===== src/rtl/core/tbp_pkg.sv =====
// Shared types, constants and counter helpers for the tournament branch predictor.
`default_nettype none

package tbp_pkg;

   localparam int BIMODAL_ENTRIES_DEF = 1024;
   localparam int GSHARE_ENTRIES_DEF  = 1024;
   localparam int CHOOSER_ENTRIES_DEF = 1024;
   localparam int HISTORY_BITS_DEF    = 10;

   localparam int PC_W       = 32;
   localparam int WORD_W     = 30;
   localparam int SNAP_W     = 10;
   localparam int HIST_OUT_W = 10;

   localparam int PIPE_STAGES = 4;
   localparam int RSP_DEPTH   = 8;
   localparam int RSP_PTR_W   = $clog2(RSP_DEPTH);
   localparam int OCC_W       = $clog2(RSP_DEPTH + 1);

   typedef logic [1:0] ctr_type;

   localparam ctr_type CTR_INIT = 2'd1;
   localparam ctr_type CTR_MAX  = 2'd3;
   localparam ctr_type CTR_MIN  = 2'd0;

   typedef enum logic {
      CMD_PREDICT = 1'b0,
      CMD_UPDATE  = 1'b1
   } cmd_type;

   typedef struct packed {
      cmd_type                 command;
      logic                    branch_taken;
      logic                    bimodal_guess;
      logic                    gshare_guess;
      logic [HIST_OUT_W-1:0]   history_now;
   } item_type;

   typedef struct packed {
      logic                    predicted_taken;
      logic                    bimodal_taken;
      logic                    gshare_taken;
      logic [HIST_OUT_W-1:0]   history_now;
   } rsp_beat_type;

   function automatic ctr_type ctr_inc(input ctr_type c);
      return (c == CTR_MAX) ? c : c + 2'd1;
   endfunction

   function automatic ctr_type ctr_dec(input ctr_type c);
      return (c == CTR_MIN) ? c : c - 2'd1;
   endfunction

endpackage

`default_nettype wire


===== src/rtl/core/tbp_counter_table.sv =====
// Table of 2-bit counters with registered read, one write port and a clearing pass after reset.
`default_nettype none

module tbp_counter_table
   import tbp_pkg::*;
#(
   parameter int ENTRIES = BIMODAL_ENTRIES_DEF
) (
   input  wire logic                        clock,
   input  wire logic                        reset,
   input  wire logic [$clog2(ENTRIES)-1:0]  rd_addr,
   output ctr_type                          rd_data,
   input  wire logic                        wr_en,
   input  wire logic [$clog2(ENTRIES)-1:0]  wr_addr,
   input  wire ctr_type                     wr_data,
   output logic                             ready
);

   localparam int IDX_W = $clog2(ENTRIES);
   localparam logic [IDX_W-1:0] LAST = IDX_W'(ENTRIES - 1);

   ctr_type            mem [ENTRIES];
   ctr_type            rd_ff;
   logic               clearing_ff;
   logic               clearing_in;
   logic [IDX_W-1:0]   clr_idx_ff;
   logic [IDX_W-1:0]   clr_idx_in;

   always_comb begin
      clearing_in = clearing_ff;
      clr_idx_in  = clr_idx_ff;
      if (clearing_ff) begin
         clr_idx_in = clr_idx_ff + 1'b1;
         if (clr_idx_ff == LAST) begin
            clearing_in = 1'b0;
         end
      end
   end

   always_ff @(posedge clock) begin
      if (reset) begin
         clearing_ff <= 1'b1;
         clr_idx_ff  <= '0;
      end else begin
         clearing_ff <= clearing_in;
         clr_idx_ff  <= clr_idx_in;
      end
   end

   always_ff @(posedge clock) begin
      if (clearing_ff) begin
         mem[clr_idx_ff] <= CTR_INIT;
      end else if (wr_en) begin
         mem[wr_addr] <= wr_data;
      end
   end

   always_ff @(posedge clock) begin
      rd_ff <= mem[rd_addr];
   end

   assign rd_data = rd_ff;
   assign ready   = !clearing_ff;

endmodule

`default_nettype wire


===== config.mk =====
export PLATFORM = sky130hd
export DESIGN_NAME = tbp_counter_table
export DESIGN_NICKNAME = d
export VERILOG_FILES = /design/src/rtl/core/tbp_pkg.sv /design/src/rtl/core/tbp_counter_table.sv
export SDC_FILE = /design/constraint.sdc
export NUM_CORES = 2
export LEC_CHECK = 0
export BUFFER_PORTS_ARGS = -buffer_cell sky130_fd_sc_hd__clkbuf_2
export CAP_MARGIN = 20
export CORE_MARGIN = 1.5
export CORE_UTILIZATION = 40
export DETAILED_ROUTE_END_ITERATION = 10
export GPL_TIMING_DRIVEN = 1
export HOLD_SLACK_MARGIN = 0.02
export SETUP_SLACK_MARGIN = 0.05
export SYNTH_ARGS = -nofsm -noshare
export SYNTH_HDL_FRONTEND = slang
export SYNTH_SLANG_ARGS = --single-unit

===== constraint.sdc =====
create_clock -name clock -period 21.8 [get_ports clock]
set_clock_uncertainty 0.1 [all_clocks]
set_input_delay 4.36 -clock clock [delete_from_list [all_inputs] [get_ports clock]]
set_output_delay 4.36 -clock clock [all_outputs]
set_load 0.02 [all_outputs]

==> metrics.yaml <==
run_status:
  outcome: "finished clean"
placement:
  place.detailed.hpwl_mm: 125
  port_buffers: 27
  place_congestion: 0.797
sta:
  slew_headroom: 0.195
  hold_violations: 0
  holdWs_ps: 439
  rsz0062_at_grt: "no"
  setup-violations-final: 0
  tns_ps: 0
  worst_pin_slew_ps: 1210
  timing.fmax_mhz: 103
  fin_crit_sh: 0.447
  fin_crit_ps: 9750
  slew_violations: 0
floorplanning:
  core_um2: 212000
  rows: 169
  die_w_um: 464
  initial_core_util: 0.402
  die-area_um2: 216000
  die_y_um: 464
  ios: 28
clock_tree:
  postCtsSetupRepairBufs: 0
  clockBufferDepth: 3
  cts_root_buf: "clkbuf_16"
  cts_hold_buf: 0
  cts_buffers: 205
  cts_sinks: 2061
  cts_tree: "built"
  clkSlewWorstSetupHoldPaths_ps: 60
  post_cts_resized: 0
  htree_num_levels: 4
  clk_latency_ps: 860
grt:
  gr-total-overflow: 0
  grt_max_degree: 231
  track_usage: 0.212
  grt_use_met1: 0.291
  grt_pass1_vias: 47100
  grt_pass1_wl_mm: 330
  grt_util_met2: 0.337
  grt_busiest_layer: "met2"
  grt_util_met3: 0.0522
  antenna_found_initial: 21
synthesis:
  async_flop_share: 0
  synth_top_cell_by_area: "edfxtp_1"
  synth_seq_cells: 2061
  syn_area_um2: 85100
  ys_seq_area_frac: 0.726
  syn_area_per_cell_um2: 17.2
  synth_warnings: 0
  syn_inst: 4953
  synth_fp_nets: 4979
  synth_top_cell_area_share: 0.723
  synth_edf_count: 2048
  synth_ff_type: "edfxtp_1"
  ys_types: 75
  synth_area_leaders: "edfxtp_1 72%, mux4_2 9.8%, nor2_1 4.8%, mux2i_1 2.7%, mux4_1 1.4%"
worst_setup_path:
  critPathKind: "in2reg"
  end_kind: "register"
  path_cells: "buf_8, buf_4, buf_4, buf_4, buf_4, mux2i_1, o221ai_1, o22ai_1, a211oi_1, nor3_1, o41ai_1, nand4_1, nand4_1"
  crit_top_cell: "buf_4"
  start_kind: "input pin"
  cpPeakStageDelay_ps: 920
  worst_path_dominant_cell_family: "buffers and inverters"
  crit_required_ps: 22470
  regToRegSetupSlack_ps: 17270
  cp_num_buf_inv: 5
  cp_slowest_cell: "buf_4"
  worstPathMaxFanout: 64
  critPathArrivalTime_ps: 10420
power:
  power.leakage_uw: 0.0303
  power_frac_seq: 0.533
  p_int_uw: 6310
  p_clk_frac: 0.427
  combPwrFrac: 0.040
  p_switching_uw: 1740
  p_per_area_nw_per_um2: 85.4
  swShare: 0.216
  peakVddDrop_uv: 83.3
routing:
  antenna_left: 0
  vias: 46500
  drtIter0Drc: 6428
  dr.pass1.iters: 5
  detail_route.vias_per_cell: 5.88
  drc: 0
  wl_per_cell_um: 29.2
  drt_wl_total_mm: 231
job:
  maxCapViolCount: 0
final_layout:
  nNetsFinal: 4953
  drive_above_1_share: 0.171
  area_growth_pct: 10.9
hold_path:
  hp-class: "reg2reg"
[layer usage]
metal | wire [um] | share of wire
met1 | 91700 | 0.40
met2 | 109000 | 0.47
met3 | 23500 | 0.10
met4 | 6490 | 0.028
met5 | 38 | 0.00016
[worst register-to-register path: cells and delay by family, from the launching register on]
family,cells,cell delay [ps]
buf+inv,2,890
simple gates,5,2470
mux,1,300
flops,1,410
[final cells by class]
class                           instances  area [um2]
Fill cell                           18300      118000
Sequential cell                      2061       61800
Multi-Input combinational cell       2491       21000
Clock buffer                          251        5300
Tap cell                             2821        3530
Timing Repair Buffer                  159        1440
Clock inverter                        120        1250
Inverter                                9        35.0
Antenna cell                            6        15.0
[synth_stat cells (4+ instances only)]
cell type / n
buf_2: 42
mux4_2: 372
nand3_1: 30
o221ai_1: 94
dfxtp_1: 13
nand2b_1: 22
o211ai_1: 5
a21oi_1: 57
nor4_1: 6
buf_8: 38
a31oi_1: 7
o21ai_0: 28
nor3_1: 40
a21boi_0: 13
or3_1: 11
mux4_1: 45
a221oi_1: 14
xnor2_1: 5
o311ai_0: 4
o22ai_1: 56
clkbuf_8: 20
mux2_2: 15
edfxtp_1: 2048
buf_4: 10
a22o_1: 14
buf_12: 9
o21ai_1: 6
inv_1: 8
clkbuf_1: 203
nor2b_1: 13
nor3b_1: 11
and2_1: 8
a22oi_1: 60
nand2_1: 152
nand4_1: 11
o31ai_1: 4
nand3b_1: 5
nor2_1: 1082
a211oi_1: 23
or2_2: 4
mux2i_1: 227
buf_6: 23
buf_1: 47
[power by group through the flow]
stage	Combinational, uW	Sequential, uW	Clock (uW)
finish	323	4290	3440
floorplan	223	4380	0
CTS	324	4290	3480
detailed placement	322	4380	0
global route	338	4290	3630
global placement	321	4380	0
[state kept, by name, summed over array words and instances, names as in the netlist]
signal	count
clearing_ff	1
clr_idx_ff	10
mem	2048
rd_data	2
[kinds of logic after synthesis]
logic type                 after synthesis  synth area share
AOI/OAI and AO/OA                      414            0.0355
xor gates and xnor gates                 8          0.000823
adders and majority gates                1          0.000147
buffers and inverters                  401            0.0299
DFF                                   2061             0.726
muxes                                  659             0.141
and+or+nand+nor                       1409            0.0670
[cell usage in the layout (no fill, tap or decap), types with 46 or more instances in the layout]
master / count
buf_4: 117
clkbuf_1: 46
clkinv_1: 55
clkbuf_16: 205
edfxtp_1: 2048
o22ai_1: 56
mux4_2: 372
mux2i_1: 227
o221ai_1: 94
nand2_1: 131
nor2_1: 1081
a22oi_1: 60
a21oi_1: 57
[worst paths after layout]
kind / cells after the start / endpoint / startpoint
worst min register to register: 2 / clr_idx_ff[9] / clr_idx_ff[9]
worst max register to register: 8 / mem[125][1] / clearing_ff
worst max-delay path: 13 / rd_data[0] / rd_addr[0]
worst min-delay path: 2 / clr_idx_ff[9] / clr_idx_ff[9]
[metrics by stage]
| step | cells | util | area (um2) | setup WS, ps | power [uW] |
|---|---|---|---|---|---|
| global placement | 7528 | 0.413 | 87500 | 11350 | 4700 |
| detailed placement | 7537 | 0.414 | 87700 | 11060 | 4700 |
| global route | 7914 | 0.445 | 94400 | 11530 | 8260 |
| finish | 7918 | 0.445 | 94400 | 12050 | 8050 |
| CTS | 7908 | 0.445 | 94200 | 11960 | 8090 |
| floorplan | 4953 | - | 85100 | 802 | 4600 |
Note: power is estimated with default switching activity, not from simulation.
