===== src/rtl/core/tbp_pkg.sv =====
// Shared types, constants and counter helpers for the tournament branch predictor.
`default_nettype none

package tbp_pkg;

   localparam int BIMODAL_ENTRIES_DEF = 1024;
   localparam int GSHARE_ENTRIES_DEF  = 1024;
   localparam int CHOOSER_ENTRIES_DEF = 1024;
   localparam int HISTORY_BITS_DEF    = 10;

   localparam int PC_W       = 32;
   localparam int WORD_W     = 30;
   localparam int SNAP_W     = 10;
   localparam int HIST_OUT_W = 10;

   localparam int PIPE_STAGES = 4;
   localparam int RSP_DEPTH   = 8;
   localparam int RSP_PTR_W   = $clog2(RSP_DEPTH);
   localparam int OCC_W       = $clog2(RSP_DEPTH + 1);

   typedef logic [1:0] ctr_type;

   localparam ctr_type CTR_INIT = 2'd1;
   localparam ctr_type CTR_MAX  = 2'd3;
   localparam ctr_type CTR_MIN  = 2'd0;

   typedef enum logic {
      CMD_PREDICT = 1'b0,
      CMD_UPDATE  = 1'b1
   } cmd_type;

   typedef struct packed {
      cmd_type                 command;
      logic                    branch_taken;
      logic                    bimodal_guess;
      logic                    gshare_guess;
      logic [HIST_OUT_W-1:0]   history_now;
   } item_type;

   typedef struct packed {
      logic                    predicted_taken;
      logic                    bimodal_taken;
      logic                    gshare_taken;
      logic [HIST_OUT_W-1:0]   history_now;
   } rsp_beat_type;

   function automatic ctr_type ctr_inc(input ctr_type c);
      return (c == CTR_MAX) ? c : c + 2'd1;
   endfunction

   function automatic ctr_type ctr_dec(input ctr_type c);
      return (c == CTR_MIN) ? c : c - 2'd1;
   endfunction

endpackage

`default_nettype wire


===== src/rtl/core/tbp_if.sv =====
// Request and response channel interfaces of the tournament branch predictor.
`default_nettype none


interface tbp_rsp_if
   import tbp_pkg::*;
();
   logic                    valid;
   logic                    ready;
   logic                    predicted_taken;
   logic                    bimodal_taken;
   logic                    gshare_taken;
   logic [HIST_OUT_W-1:0]   history_now;

   modport source (
      output valid, predicted_taken, bimodal_taken, gshare_taken, history_now,
      input  ready
   );

   modport sink (
      input  valid, predicted_taken, bimodal_taken, gshare_taken, history_now,
      output ready
   );
endinterface

`default_nettype wire


===== src/rtl/core/tbp_rsp_fifo.sv =====
// Response queue that decouples the predictor pipeline from the result channel.
`default_nettype none

module tbp_rsp_fifo
   import tbp_pkg::*;
(
   input  wire logic          clock,
   input  wire logic          reset,
   input  wire logic          push,
   input  wire rsp_beat_type  push_beat,
   output logic               pop,
   tbp_rsp_if.source          rsp
);

   rsp_beat_type            mem_ff [RSP_DEPTH];
   logic [RSP_PTR_W-1:0]    wr_ptr_ff;
   logic [RSP_PTR_W-1:0]    rd_ptr_ff;
   logic [OCC_W-1:0]        count_ff;
   logic [OCC_W-1:0]        count_in;
   rsp_beat_type            head;

   assign head      = mem_ff[rd_ptr_ff];
   assign rsp.valid = (count_ff != '0);
   assign pop       = rsp.valid && rsp.ready;

   assign rsp.predicted_taken = head.predicted_taken;
   assign rsp.bimodal_taken   = head.bimodal_taken;
   assign rsp.gshare_taken    = head.gshare_taken;
   assign rsp.history_now     = head.history_now;

   always_comb begin
      case ({push, pop})
         2'b10:   count_in = count_ff + 1'b1;
         2'b01:   count_in = count_ff - 1'b1;
         default: count_in = count_ff;
      endcase
   end

   always_ff @(posedge clock) begin
      if (reset) begin
         wr_ptr_ff <= '0;
         rd_ptr_ff <= '0;
         count_ff  <= '0;
      end else begin
         count_ff <= count_in;
         if (push) begin
            wr_ptr_ff <= wr_ptr_ff + 1'b1;
         end
         if (pop) begin
            rd_ptr_ff <= rd_ptr_ff + 1'b1;
         end
      end
   end

   always_ff @(posedge clock) begin
      if (push) begin
         mem_ff[wr_ptr_ff] <= push_beat;
      end
   end

endmodule

`default_nettype wire


===== src/flat_wrapper.sv =====
// flat-port wrapper written by rule: the top's interface ports become plain ports
module tbp_rsp_fifo_flat import tbp_pkg::*;
  (clock, reset, push, push_beat, pop, rsp_valid, rsp_predicted_taken, rsp_bimodal_taken, rsp_gshare_taken, rsp_history_now, rsp_ready);
  tbp_rsp_if rsp_i ();
  input  wire logic clock;
  input  wire logic reset;
  input  wire logic push;
  input  wire rsp_beat_type push_beat;
  output logic pop;
  output wire logic [$bits(rsp_i.valid)-1:0] rsp_valid;
  output wire logic [$bits(rsp_i.predicted_taken)-1:0] rsp_predicted_taken;
  output wire logic [$bits(rsp_i.bimodal_taken)-1:0] rsp_bimodal_taken;
  output wire logic [$bits(rsp_i.gshare_taken)-1:0] rsp_gshare_taken;
  output wire logic [$bits(rsp_i.history_now)-1:0] rsp_history_now;
  input wire logic [$bits(rsp_i.ready)-1:0] rsp_ready;
  assign rsp_valid = rsp_i.valid;
  assign rsp_predicted_taken = rsp_i.predicted_taken;
  assign rsp_bimodal_taken = rsp_i.bimodal_taken;
  assign rsp_gshare_taken = rsp_i.gshare_taken;
  assign rsp_history_now = rsp_i.history_now;
  assign rsp_i.ready = rsp_ready;
  tbp_rsp_fifo u_core (.clock(clock), .reset(reset), .push(push), .push_beat(push_beat), .pop(pop), .rsp(rsp_i));
endmodule

===== config.mk =====
export PLATFORM = sky130hd
export DESIGN_NAME = tbp_rsp_fifo_flat
export DESIGN_NICKNAME = d
export VERILOG_FILES = /design/src/rtl/core/tbp_pkg.sv /design/src/rtl/core/tbp_if.sv /design/src/rtl/core/tbp_rsp_fifo.sv /design/src/flat_wrapper.sv
export SDC_FILE = /design/constraint.sdc
export NUM_CORES = 1
export LEC_CHECK = 0
export ABC_AREA = 1
export BUFFER_PORTS_ARGS = -buffer_cell sky130_fd_sc_hd__buf_2
export CORE_ASPECT_RATIO = 1.5
export CORE_UTILIZATION = 54
export CTS_CLUSTER_SIZE = 12
export DETAILED_ROUTE_END_ITERATION = 10
export PLACE_DENSITY = 0.8
export SLEW_MARGIN = 20
export SYNTH_ARGS = -nofsm -noshare
export SYNTH_HDL_FRONTEND = slang
export SYNTH_SLANG_ARGS = --single-unit

===== constraint.sdc =====
create_clock -name clock -period 2 [get_ports clock]
set_clock_uncertainty 0.15 [all_clocks]
set_input_delay 0.4 -clock clock [delete_from_list [all_inputs] [get_ports clock]]
set_output_delay 0.4 -clock clock [all_outputs]
set_load 0.03 [all_outputs]

==> results.sh <==
export IMPL_status="complete, but fails checks"
export IMPL_violations="setup timing"
export IMPL_dp_cells=516
export IMPL_yosysWarnings=0
export IMPL_area_growth_pct=25.5
export IMPL_leakage_nw=2.20
export IMPL_crit_family="flip-flops"
export IMPL_place_area_um2=5070
export IMPL_vias_per_cell=5.69
export IMPL_critical_path_arrival_ns=1.66
export IMPL_grt_start_max_net_pins=40
export IMPL_h_tree_depth=4
export IMPL_post_route_min_period_ns=2.21
export IMPL_hold_viol=0
export IMPL_n_antenna_cell=0
export IMPL_rsz0062_at_grt="yes"
export IMPL_final_cell_mix="edfxtp_1, nor2_1, nand2_1, o21ai_0, o21ai_1"
export IMPL_netlist_top_cells_area="edfxtp_1, dfxtp_1, nor2_1, o21ai_0, nand2_1"
export IMPL_wl_per_cell_um=18.8
export IMPL_die_area_um2=9120
export IMPL_synth_top_area_share_pct=66.2
export IMPL_netlist_area_um2=4720
export IMPL_firstDrtPassIters=5
export IMPL_clock_sinks=117
export IMPL_finalWorstSetupSlack_ns=-0.213
export IMPL_tightest_slew_ns=0.242
export IMPL_syn_area_per_cell_um2=12.3
export IMPL_irDropWorstVdd_uv=1090
export IMPL_track_usage_pct=24.5
export IMPL_setup_violations_final=13
export IMPL_root_buffer="clkbuf_16"
export IMPL_finalMaxSlewViolations=0
export IMPL_crit_type="flip-flop to output pin"
export IMPL_wl_um=10500
export IMPL_placementRows=41
export IMPL_clock_latency_ns=0.41
export IMPL_antenna_found_initial=0
export IMPL_worstHoldEndpoint="u_core.wr_ptr_ff[0]"
export IMPL_drive_above_1_share_pct=25.4
export IMPL_vias=3189
export IMPL_r2r_start="u_core.count_ff[2]"
export IMPL_drcViolationCount=0
export IMPL_reg2reg_depth=13
export IMPL_whs_path_depth=2
export IMPL_grt_overflow=0
export IMPL_critPathCaptureType="output pin"
export IMPL_slowest_delay_ns=0.44
export IMPL_final_cell_count_no_fill=560
export IMPL_hpwl_um=5490
export IMPL_nets=463
export IMPL_power_density_nw_per_um2=1400
export IMPL_syn_num_nets=404
export IMPL_start_kind="flip-flop"
export IMPL_start_util_pct=55.7
export IMPL_fin_crit_sh_pct=111
export IMPL_fp_dieW_um=78.3
export IMPL_core_area_um2=8460
export IMPL_cp_slowest_cell="dfxtp_4"
export IMPL_clock_path_buffers=2
export IMPL_routabilityCongestion=0.779
export IMPL_grt_pass1_wl_um=15900
export IMPL_path_max_fanout=7
export IMPL_dieHeight_um=116
export IMPL_fmax_mhz=452
export IMPL_slew_headroom_pct=83.7
export IMPL_ys_types=23
export IMPL_ys_seq_elements=117
export IMPL_yosysSeqAreaShare_pct=71.7
export IMPL_cp_depth=8
export IMPL_cts_buffers=17
export IMPL_worstPathRequired_ns=1.45
export IMPL_grt_pass1_vias=3299
export IMPL_drtIter0Drc=332
export IMPL_min_from="reset"
export IMPL_holdBufCountCts=0
export IMPL_io_buffers=31
export IMPL_rrSetupSlack_ns=0.04
export IMPL_tritoncts="built"
export IMPL_timing_rr_end="u_core.count_ff[2]"
export IMPL_drt_antenna_violating_nets=0
export IMPL_synth_cells=382
export IMPL_fin_area_um2=5920
export IMPL_clk_pin_slew_worst_paths_ns=0.05
export IMPL_crit_chain="buf_12 -> nor2_1 -> nor2_2 -> o21ai_1 -> o21ai_1 -> nand2_1 -> nand2_1 -> buf_6"
export IMPL_cap_violations=0
export IMPL_crit_buf_inv=2
export IMPL_final_common_cell="edfxtp_1"
export IMPL_min_path_type="input pin to flip-flop"
export IMPL_place_ws_ns=0.0729
export IMPL_io_pins=32
export IMPL_synth_area_leader_cell="edfxtp_1"
==> how the worst max path moves through the flow <==
stage                                   from             endpoint  slack (ns)
final                              flip-flop   rsp_history_now[1]       -0.21
after global routing               flip-flop  rsp_predicted_taken       -0.29
after CTS                          flip-flop   rsp_history_now[7]       -0.20
after detailed placement  u_core.count_ff[1]   u_core.count_ff[2]        0.07
after global placement    u_core.count_ff[1]   u_core.count_ff[2]        0.17
after floorplan           u_core.count_ff[1]   u_core.count_ff[2]       -0.16
==> cell usage after synthesis, drive strengths merged <==
cell / instances
o22ai: 13
nand4: 1
or2: 1
clkbuf: 4
nor2: 64
edfxtp: 104
buf: 14
o21ai: 60
mux2i: 13
nand3: 3
xor2: 1
nand2: 56
ha: 5
dfxtp: 13
a21oi: 11
xnor2: 2
inv: 17
==> report_power, final <==
part	leakage, nW	total (mW)	internal, mW	switching (mW)
combinational	0.872	2.65	1.11	1.54
sequential	1.05	2.93	2.81	0.123
clock	0.273	2.73	1.76	0.967
==> worst register-to-register path: stages, from the launching register on <==
cell,delay (ns)
dfxtp_2,0.34
inv_4,0.08
nand4_4,0.11
nand2_4,0.10
clkinvlp_4,0.11
ha_4,0.18
nand2_1,0.09
inv_2,0.06
nor2_4,0.10
ha_2,0.19
a21oi_2,0.04
xnor2_1,0.12
o21ai_1,0.12
inv_1,0.05
==> stage by stage <==
stage	power, mW	util [%]	TNS (ns)	hold WS [ns]
6_report	8.31	69.9	-2.26	0.0690
5_1_grt	8.62	69.9	-3.46	0.0682
4_1_cts	8.18	69.5	-2.31	0.0725
3_5_place_dp	4.93	59.9	0	0.336
3_3_place_gp	4.84	59.9	0	0.332
2_1_floorplan	4.45	-	-0.338	0.312
==> flip-flops by register name, summed over array words and instances, names as in the netlist, named ones only <==
name and cells:
u_core.rd_ptr_ff 3, u_core.mem_ff 104, u_core.wr_ptr_ff 3, u_core.count_ff 4
==> repair_timing <==
action | 4_1_cts | 5_1_grt
pin swaps | 1 | 10
cloned | 3 | 1
resized for setup | 52 | 18
buffers inserted | 7 | 4
endpoints found under the setup margin | 14 | 17
==> cell families (layout without fill, tap and decap cells) <==
family | count (synthesis) | count (layout) | synth area share, %
AND/OR/NAND/NOR | 125 | 125 | 10.3
flip-flops | 117 | 117 | 71.7
AO/OA/AOI/OAI | 84 | 84 | 9.34
buffers and inverters | 35 | 106 | 4.01
multiplexers | 13 | 13 | 2.76
adder cells (fa/ha/maj) | 5 | 5 | 1.33
XOR/XNOR | 3 | 3 | 0.557
==> area by class of cell <==
cell class              instances  area, um2
repair buffers                 58        544
clock inverters                 4       20.0
well taps                     107        134
multi-input cells             230       1210
clock buffers                  27        523
flip-flops and latches        117       3400
inverters                      17       86.3
fillers                       527       2550
==> layer usage <==
metal,vias up,global-route usage [%],wire length (um)
li1,1473,-,-
met3,27,6.64,506
met1,1539,25.8,3780
met4,0,15.9,332
met5,-,0,0
met2,150,43.1,5920
Power figures use the tool's default switching activity.
