$ cat config.mk
export PLATFORM = sky130hd
export DESIGN_NAME = tbp_mod_const
export DESIGN_NICKNAME = d
export VERILOG_FILES = /design/src/rtl/core/tbp_pkg.sv /design/src/rtl/core/tbp_mod_const.sv
export SDC_FILE = /design/constraint.sdc
export NUM_CORES = 1
export LEC_CHECK = 0
export BUFFER_PORTS_ARGS = -buffer_cell sky130_fd_sc_hd__buf_2
export CORE_AREA = 3 3 40 42
export CTS_CLUSTER_DIAMETER = 80
export DETAILED_ROUTE_END_ITERATION = 8
export DIE_AREA = 0 0 43 45
export GPL_TIMING_DRIVEN = 1
export PLACE_DENSITY = 0.66
export REMOVE_ABC_BUFFERS = 1
export SLEW_MARGIN = 5
export SYNTH_ARGS = -nofsm -noshare
export SYNTH_HDL_FRONTEND = slang
export SYNTH_SLANG_ARGS = --single-unit
$ cat constraint.sdc
create_clock -name clock -period 0.81 [get_ports clock]
set_input_delay 0.081 -clock clock [delete_from_list [all_inputs] [get_ports clock]]
set_output_delay 0.081 -clock clock [all_outputs]
set_load 0.01 [all_outputs]
$ cat src/rtl/core/tbp_pkg.sv
// Shared types, constants and counter helpers for the tournament branch predictor.
`default_nettype none

package tbp_pkg;

   localparam int BIMODAL_ENTRIES_DEF = 1024;
   localparam int GSHARE_ENTRIES_DEF  = 1024;
   localparam int CHOOSER_ENTRIES_DEF = 1024;
   localparam int HISTORY_BITS_DEF    = 10;

   localparam int PC_W       = 32;
   localparam int WORD_W     = 30;
   localparam int SNAP_W     = 10;
   localparam int HIST_OUT_W = 10;

   localparam int PIPE_STAGES = 4;
   localparam int RSP_DEPTH   = 8;
   localparam int RSP_PTR_W   = $clog2(RSP_DEPTH);
   localparam int OCC_W       = $clog2(RSP_DEPTH + 1);

   typedef logic [1:0] ctr_type;

   localparam ctr_type CTR_INIT = 2'd1;
   localparam ctr_type CTR_MAX  = 2'd3;
   localparam ctr_type CTR_MIN  = 2'd0;

   typedef enum logic {
      CMD_PREDICT = 1'b0,
      CMD_UPDATE  = 1'b1
   } cmd_type;

   typedef struct packed {
      cmd_type                 command;
      logic                    branch_taken;
      logic                    bimodal_guess;
      logic                    gshare_guess;
      logic [HIST_OUT_W-1:0]   history_now;
   } item_type;

   typedef struct packed {
      logic                    predicted_taken;
      logic                    bimodal_taken;
      logic                    gshare_taken;
      logic [HIST_OUT_W-1:0]   history_now;
   } rsp_beat_type;

   function automatic ctr_type ctr_inc(input ctr_type c);
      return (c == CTR_MAX) ? c : c + 2'd1;
   endfunction

   function automatic ctr_type ctr_dec(input ctr_type c);
      return (c == CTR_MIN) ? c : c - 2'd1;
   endfunction

endpackage

`default_nettype wire

$ cat src/rtl/core/tbp_mod_const.sv
// Two-stage remainder by a constant divisor using a reciprocal multiply and one correction.
`default_nettype none

module tbp_mod_const
   import tbp_pkg::*;
#(
   parameter int DIVISOR = BIMODAL_ENTRIES_DEF
) (
   input  wire logic                           clock,
   input  wire logic [WORD_W-1:0]              dividend,
   output logic      [$clog2(DIVISOR)-1:0]     remainder
);

   localparam int RECIP_W = WORD_W + 1;
   localparam int PROD_W  = WORD_W + RECIP_W;
   localparam int SHIFT   = 32;
   localparam int IDX_W   = $clog2(DIVISOR);
   localparam logic [RECIP_W-1:0] RECIP = RECIP_W'((64'd1 << SHIFT) / DIVISOR);
   localparam logic [WORD_W-1:0]  DIV_W = WORD_W'(DIVISOR);

   logic [PROD_W-1:0]        prod_ff;
   logic [WORD_W-1:0]        dvd_ff;
   logic [IDX_W-1:0]         rem_ff;
   logic [PROD_W-SHIFT-1:0]  quot;
   logic [WORD_W-1:0]        back;
   logic [WORD_W-1:0]        diff;
   logic [WORD_W-1:0]        fixed;

   always_ff @(posedge clock) begin
      prod_ff <= PROD_W'(dividend) * PROD_W'(RECIP);
      dvd_ff  <= dividend;
      rem_ff  <= IDX_W'(fixed);
   end

   always_comb begin
      quot  = prod_ff[PROD_W-1:SHIFT];
      back  = WORD_W'(quot) * DIV_W;
      diff  = dvd_ff - back;
      fixed = (diff >= DIV_W) ? diff - DIV_W : diff;
   end

   assign remainder = rem_ff;

endmodule

`default_nettype wire

==> out/qor.tcl, run 1 <==
set qor(start_util_pct) 31.16
set qor(clock_tree.htree_level_count) 1
set qor(routed_wl_um) 508
set qor(number_of_global_route_vias_before_repair) 205
set qor(worst_setup_path_end_kind) {output port}
set qor(final.period_utilization_pct) 97.61
set qor(floorplan.die_area_um2) 1935
set qor(total_power_w) 0.001554
set qor(syn-instance-count) 20
set qor(finalWorstPathRequiredPeriod_ps) 790.7
set qor(cp.buffers_inverters) 1
set qor(synthesis.area_per_instance_um2) 20.02
set qor(grt_start_max_net_pins) 11
set qor(clk_pin_slew_worst_paths_ps) 90
set qor(grt_util_all_layers_pct) 5.396
set qor(cts_post_setup_buffers_inserted) 0
set qor(tritoncts.num_buffers) 3
set qor(start_kind) {flip-flop}
set qor(netlist-cell-type-count) 1
set qor(timing.critical_path.arrival_ps) 710
set qor(floorplan.die.height_um) 45
set qor(final_core_utilization_pct) 51.12
set qor(hold_viol_final) 0
set qor(routed_len_inst_um) 7.471
set qor(worst_hold_class) {flip-flop to flip-flop}
set qor(postSynthRegisterBits) 20
set qor(grt_setup_unrepaired) {yes}
set qor(number_of_multi_input_logic_gates) 0
set qor(drv_cap) 0
set qor(antenna_cells) 0
set qor(vdd.ir_drop.worst_uv) 770.2
set qor(crit_type) {flip-flop to output port}
set qor(path_delay_family) {flip-flops}
set qor(pin_count) 41
set qor(outcome) {finished clean}
set qor(synth_warnings) 0
set qor(placeableCoreArea_um2) 1285
set qor(setup_violations) 0
set qor(residual_overflow_from_global_routing) 0
set qor(timing.critical_path.slowest_cell_delay_ps) 320
set qor(cts_sinks) 20
set qor(grt_first_pass_wirelength_um) 710
set qor(fmax_ghz) 1.265
set qor(hold_ws_ps) 332.4
set qor(antenna_found_initial) 0
set qor(timing.setup.tns_ps) 0
set qor(num_vias) 234
set qor(power_density_nw_per_um2) 2366
set qor(critPathMaxFanout) 1
set qor(fin_skew_ps) 0.6546
set qor(nets) 86
set qor(count_of_input_and_output_buffers) 20
set qor(multi_input_gate_area_um2) 0
set qor(slew_violations) 0
set qor(clockRootBuffer) {clkbuf_4}
set qor(timing.critical_path.slowest_stage_cell) {dfxtp_1}
set qor(rows) 13
set qor(synth_sequential_area_ratio_pct) 100.0
set qor(die_w_um) 43
set qor(post_synth_instance_area_um2) 400.4
set qor(slew_at_the_pin_closest_to_its_max_slew_limit_ps) 90.04
set qor(worst_endpoint_required_time_ps) 730
set qor(post-route-drc-count) 0
set qor(clock_insertion_delay_worst_skew_ps) 280
set qor(max_slew_headroom_pct) 94.00
set qor(layout-drive-gt1-share_pct) 47.17
set qor(detailedRoute.firstPassIterationCount) 2
set qor(ctsLongestPathBuffers) 2
set qor(route.detailed.vias_per_inst) 3.441
set qor(first_iter_violations) 1
set qor(gpl.final_weighted_congestion) 0.5874
set qor(static-leakage-power_nw) 0.3073
set qor(crit_path_cell_trace) {buf_2}
set qor(postRouteAntennaNets) 0
set qor(syn_to_layout_area_delta_pct) 64.06
set qor(cts_tree) {yes}
metal layers:
layer | GRT usage [%] | vias to the layer above | part of all wire, % | routed length, um
li1 | - | 128 | - | -
met1 | 5.750 | 93 | 40 | 201
met2 | 7.784 | 13 | 49 | 250
met3 | 0 | 0 | 11 | 57
met4 | 9.036 | 0 | 0 | 0
met5 | 0 | - | 0 | 0
where the power goes:
part | switching, W | total (W) | internal, W
sequential | 0.0000105 | 0.00105 | 0.00104
clock | 0.000233 | 0.000405 | 0.000172
combinational | 0.0000318 | 0.000102 | 0.0000705
total | 0.000275 | 0.00155 | 0.00128
cells in the final DEF, fill, tap and decap left out, drive strengths merged:
cell type | Yosys | routed
buf | 0 | 20
clkbuf | 0 | 3
dfxtp | 20 | 20
dlygate4sd3 | 0 | 10
Yosys cell counts:
cell / instances / share of area, %
dfxtp_1: 20 / 100
logic make-up after synthesis:
family and share of synthesized area [%]:
flip-flops 100.0
worst paths after layout:
path | startpoint | end | slack (ps) | cells after the start
worst max-delay path | remainder[7] | remainder[7] | 20 | 1
worst min register to register | prod_ff[27] | remainder[5] | 330 | 0
worst min-delay path | prod_ff[27] | remainder[5] | 330 | 0
worst max register to register | prod_ff[31] | remainder[9] | 410 | 0
state kept, by name (all words and copies together), names as in the netlist:
register / count
prod_ff: 10
remainder: 10
through the flow:
step	cells	worst slack, ps	area [um^2]
after floorplan	20	398.2	400.4
after CTS	68	0.8054	641.9
final	68	19.32	656.9
after global placement	55	329.1	519.2
after global routing	68	-26.28	656.9
after detailed placement	55	316.9	519.2
timing repair:
action,CTS,global route
setup endpoints to repair,0,10
resized for setup,0,4
hold endpoints to repair,10,0
hold buffers,10,0
area by class of cell:
| cell class | instances | area, um^2 |
|---|---|---|
| repair buffers | 30 | 212.7 |
| flip-flops and latches | 20 | 402.9 |
| fillers | 112 | 628.1 |
| clock buffers | 3 | 22.52 |
| well taps | 15 | 18.77 |
Note: power is estimated with default switching activity, not from simulation.
==> run 2, diff against run 1 <==
Settings changed: BUFFER_PORTS_ARGS -buffer_cell sky130_fd_sc_hd__buf_2 to unset, CELL_PAD_IN_SITES_DETAIL_PLACEMENT set to 1, CELL_PAD_IN_SITES_GLOBAL_PLACEMENT set to 2, CORE_AREA 3 3 40 42 to unset, CORE_MARGIN set to 3, CORE_UTILIZATION set to 30, DIE_AREA 0 0 43 45 to unset, DONT_BUFFER_PORTS set to 1, MAX_ROUTING_LAYER set to met4, PLACE_DENSITY 0.66 to 0.64.
==> run 2 against run 1 <==
Clock-buffer cell count unchanged. Critical path depth decreased by 1. Largest power group unchanged. Sequential power about the same. Via count decreased by 22%. Cell area decreased by 13%. Setup slack improved by 36 ps. Clock power increased by 92%. Die area decreased by 6.5%. Sequential share of layout area increased by 9.0 points. Worst hold slack got worse by 7.6 ps.
==> out/qor.tcl, run 2 (same netlist as run 1, synthesis figures left out) <==
set qor(outcome) {finished clean}
set qor(seqCellArea_um2) 404.1
set qor(fin_skew_ps) 0.3551
set qor(swShare_pct) 16.60
set qor(final_common_cell) {dfxtp_1}
set qor(number_of_global_route_vias_before_repair) 207
set qor(antenna_cells) 0
set qor(grt-busiest-layer) {met2}
set qor(start_util_pct) 34.19
set qor(finalWorstPathRequiredPeriod_ps) 754.7
set qor(worst_endpoint_required_time_ps) 730
set qor(count_of_input_and_output_buffers) 0
set qor(syn_to_layout_area_delta_pct) 43.44
set qor(power.combinational.fraction_pct) 1.9
set qor(die_w_um) 42.53
set qor(drv_cap) 0
set qor(floorplan.die_area_um2) 1809
set qor(placeableCoreArea_um2) 1171
set qor(postRouteAntennaNets) 0
set qor(layout-drive-gt1-share_pct) 20.59
set qor(floorplan.die.height_um) 42.53
set qor(grt_setup_unrepaired) {no}
set qor(tritoncts.num_buffers) 3
set qor(gpl.final_weighted_congestion) 0.5374
set qor(p_clk_share_pct) 41.4
set qor(met1_global_route_usage_pct) 5.774
set qor(vdd.ir_drop.worst_uv) 1252
set qor(worst_setup_path_end_kind) {output port}
set qor(ctsLongestPathBuffers) 2
set qor(reg2reg_slack_ps) 390
set qor(timing.critical_path.arrival_ps) 670
set qor(num_vias) 183
set qor(clock_insertion_delay_worst_skew_ps) 290
set qor(crit_type) {flip-flop to output port}
set qor(number_of_multi_input_logic_gates) 0
set qor(setup_violations) 0
set qor(post-route-drc-count) 0
set qor(timing.setup.tns_ps) 0
set qor(rr_worst_depth) 0
set qor(first_iter_violations) 4
set qor(grt.met2_usage_pct) 13.07
set qor(hold_ws_ps) 324.8
set qor(cts_tree) {yes}
set qor(crit_path_end) {remainder[6]}
set qor(final_core_utilization_pct) 49.04
set qor(antenna_found_initial) 0
set qor(hold_viol_final) 0
set qor(cts_sinks) 20
set qor(crit_path_from) {remainder[6]}
set qor(routed_len_inst_um) 11.40
set qor(detailedRoute.firstPassIterationCount) 2
set qor(clockRootBuffer) {clkbuf_4}
set qor(layout.cells.most_common_list) {dfxtp_1 (17), dlygate4sd3_1 (10), clkbuf_4 (3), dfxtp_2 (3), bufinv_16 (1)}
set qor(total_power_w) 0.001882
set qor(grt_first_pass_wirelength_um) 945
set qor(clock_tree.htree_level_count) 1
set qor(slew_at_the_pin_closest_to_its_max_slew_limit_ps) 127.3
set qor(critPathMaxFanout) 1
set qor(clk_pin_slew_worst_paths_ps) 100
set qor(residual_overflow_from_global_routing) 0
set qor(crit_cells) 0
set qor(start_kind) {flip-flop}
set qor(nFillCells) 119
set qor(fmax_ghz) 1.325
set qor(pin_count) 41
set qor(power.internal_w) 0.001570
set qor(route.detailed.vias_per_inst) 3.813
set qor(power_density_nw_per_um2) 3277
set qor(rows) 12
set qor(p_sw_w) 0.0003125
set qor(critical_path.reg2reg.startpoint) {prod_ff[28]}
set qor(grt_start_max_net_pins) 13
set qor(multi_input_gate_area_um2) 0
set qor(power.sequential.fraction_pct) 56.7
set qor(final.period_utilization_pct) 93.17
set qor(static-leakage-power_nw) 0.2385
set qor(routed_wl_um) 547
set qor(reg2reg_to) {remainder[6]}
set qor(worst_hold_class) {input port to flip-flop}
set qor(max_slew_headroom_pct) 91.50
set qor(nets) 66
set qor(slew_violations) 0
set qor(grt_util_all_layers_pct) 8.152
set qor(met3_capacity_usage_during_global_routing_pct) 6.867
==> run 2: per-layer routing <==
layer  up-vias  share of wire [%]
met2        15                 55
li1         87                  -
met4         0                1.6
met3         3                 14
met1        78                 30
met5         -                  0
==> run 2: power by group through the flow <==
stage          Combinational [W]  Sequential, W  Clock, W
4_1_cts                0.0000367        0.00107  0.000803
3_3_place_gp                   0        0.00109         0
6_report               0.0000366        0.00107  0.000779
5_1_grt                0.0000408        0.00107  0.000868
2_1_floorplan                  0        0.00108         0
3_5_place_dp                   0        0.00109         0
==> run 2: repair_timing <==
action	4_1_cts	5_1_grt
endpoints found under the setup margin	0	3
buffers inserted	0	0
hold endpoints to repair	10	0
hold buffers	10	0
gates resized for setup	0	3
==> run 2: worst min path at each step <==
| stage | from | endpoint | slack (ps) | cells past startpoint |
|---|---|---|---|---|
| 5_1_grt | dividend[2] | prod_ff[24] | 300 | 1 |
| 4_1_cts | dividend[9] | prod_ff[31] | 310 | 1 |
| 6_report | dividend[5] | prod_ff[27] | 320 | 1 |
| 3_5_place_dp | dividend[8] | prod_ff[30] | 110 | 0 |
| 2_1_floorplan | dividend[0] | prod_ff[22] | 110 | 0 |
| 3_3_place_gp | dividend[8] | prod_ff[30] | 110 | 0 |
==> run 2: area by class of cell <==
class / count / share of cell area, %
repair buffers: 10 / 17.43
flip-flops and latches: 20 / 70.37
clock buffers: 3 / 3.922
well taps: 14 / 3.050
clock inverters: 1 / 5.229
==> run 2: through the flow <==
step | cells | area, um^2 | worst slack [ps]
3_3_place_gp | 34 | 417.9 | 384.7
5_1_grt | 48 | 574.3 | 2.495
3_5_place_dp | 34 | 417.9 | 369.4
2_1_floorplan | 20 | 400.4 | 398.2
6_report | 48 | 574.3 | 55.30
4_1_cts | 48 | 570.5 | 25.31
==> run 3, diff against run 2 <==
Settings changed: BUFFER_PORTS_ARGS set to -buffer_cell sky130_fd_sc_hd__buf_2, CORE_UTILIZATION 30 to 19, DONT_BUFFER_PORTS 1 to unset, PLACE_DENSITY 0.64 to 0.73.
Clock period 0.81 ns to 0.9 ns, I/O delays scaled along.
==> run 3 against run 2 <==
Register-to-register slack improved by 110 ps. Wire length rose by 15%. Setup slack improved by 7.8 ps. Total power fell by 20%. Critical path type unchanged. Highest routed layer is now met3.
==> out/qor.tcl, run 3 (same netlist as run 1, synthesis figures left out) <==
set qor(cts_sinks) 20
set qor(number_of_global_route_vias_before_repair) 221
set qor(gpl.final_weighted_congestion) 0.5317
set qor(post-route-drc-count) 0
set qor(grt_setup_unrepaired) {no}
set qor(detailedRoute.firstPassIterationCount) 2
set qor(routed_wl_um) 628
set qor(timing.setup.tns_ps) 0
set qor(worst_setup_path_end_kind) {output port}
set qor(cell_area_reported_after_detailed_placement_um2) 531.8
set qor(die_w_um) 51.91
set qor(fin_skew_ps) 3.026
set qor(path_delay_family) {flip-flops}
set qor(timing.critical_path.slowest_cell_delay_ps) 330
set qor(timing.critical_path.slowest_stage_cell) {dfxtp_1}
set qor(crit_type) {flip-flop to output port}
set qor(cts_hold_repair.buffers) 10
set qor(drv_cap) 0
set qor(pin_count) 41
set qor(start_kind) {flip-flop}
set qor(multi_input_gate_area_um2) 0
set qor(clock_tree.htree_level_count) 1
set qor(cp.buffers_inverters) 1
set qor(placedCellCount) 65
set qor(pre_cts_slack_ps) 383.4
set qor(cts_resized) 0
set qor(static-leakage-power_nw) 0.3102
set qor(syn_to_layout_area_delta_pct) 66.88
set qor(outcome) {finished clean}
set qor(antenna_cells) 0
set qor(num_vias) 250
set qor(clk_pin_slew_worst_paths_ps) 100
set qor(slew_at_the_pin_closest_to_its_max_slew_limit_ps) 99.04
set qor(rows) 15
set qor(setup_ws_ps) 63.14
set qor(max_slew_headroom_pct) 93.40
set qor(finalWorstPathRequiredPeriod_ps) 836.9
set qor(final.period_utilization_pct) 92.98
set qor(clock_insertion_delay_worst_skew_ps) 290
set qor(clockRootBuffer) {clkbuf_4}
set qor(worst_hold_class) {flip-flop to flip-flop}
set qor(placeableCoreArea_um2) 1858
set qor(grt_util_all_layers_pct) 5.748
set qor(grt_start_max_net_pins) 12
set qor(critPathMaxFanout) 1
set qor(count_of_input_and_output_buffers) 20
set qor(number_of_multi_input_logic_gates) 0
set qor(worst_endpoint_required_time_ps) 810
set qor(floorplan.die_area_um2) 2694
set qor(layout.cells.most_common_list) {buf_2 (20), dfxtp_1 (20), dlygate4sd3_1 (10), clkbuf_4 (3), clkbuf_8 (1)}
set qor(layout-drive-gt1-share_pct) 44.44
set qor(setup_violations) 0
set qor(timing.critical_path.arrival_ps) 750
set qor(power_density_nw_per_um2) 2267
set qor(ctsLongestPathBuffers) 2
set qor(cts_post_setup_buffers_inserted) 0
set qor(nets) 86
set qor(residual_overflow_from_global_routing) 0
set qor(postRouteAntennaNets) 0
set qor(routed_len_inst_um) 7.949
set qor(hold_viol_final) 0
set qor(crit_path_cell_trace) {buf_2}
set qor(start_util_pct) 21.55
set qor(final_cell_count_no_fill) 79
set qor(cts_tree) {yes}
set qor(postLayoutCellArea_um2) 668.1
set qor(floorplan.die.height_um) 51.91
set qor(vdd.ir_drop.worst_uv) 1123
set qor(grt_first_pass_wirelength_um) 986
set qor(route.detailed.vias_per_inst) 3.165
set qor(tritoncts.num_buffers) 3
set qor(first_iter_violations) 1
set qor(antenna_found_initial) 0
set qor(fmax_ghz) 1.195
set qor(slew_violations) 0
[run 3: worst paths after layout]
path                                    from      endpoint  slack (ps)  cells after the start
worst max-delay path            remainder[4]  remainder[4]          60                      1
worst min-delay path             prod_ff[25]  remainder[3]         340                      0
worst max register to register   prod_ff[31]  remainder[9]         500                      0
worst min register to register   prod_ff[25]  remainder[3]         340                      0
[run 3: routing by layer]
metal | vias to the layer above | global-route usage (%) | share of wire, %
met2 | 18 | 7.322 | 43
met1 | 104 | 6.050 | 41
met5 | - | - | 0
met3 | 0 | 6.017 | 16
met4 | 0 | 1.310 | 0
li1 | 128 | - | -
[run 3: where the power goes]
part	internal (W)	leakage (nW)	switching, W
logic	0.0000584	0.120	0.0000303
clock network	0.000246	0.0210	0.000238
registers	0.000932	0.169	0.00000934
[run 3: final cells by class]
| cell class | count | area (um^2) |
|---|---|---|
| clock buffers | 4 | 36.28 |
| flip-flops and latches | 20 | 400.4 |
| repair buffers | 30 | 200.2 |
| fillers | 201 | 1190 |
| well taps | 25 | 31.28 |
[run 3: through the flow]
step	total power (W)	hold WS, ps	util, %
6_report	0.001514	337.4	35.96
5_1_grt	0.001601	343.9	35.96
4_1_cts	0.001544	338.2	35.96
3_5_place_dp	0.001020	194.4	28.62
3_3_place_gp	0.001017	192.8	28.62
2_1_floorplan	0.0009744	117.7	-
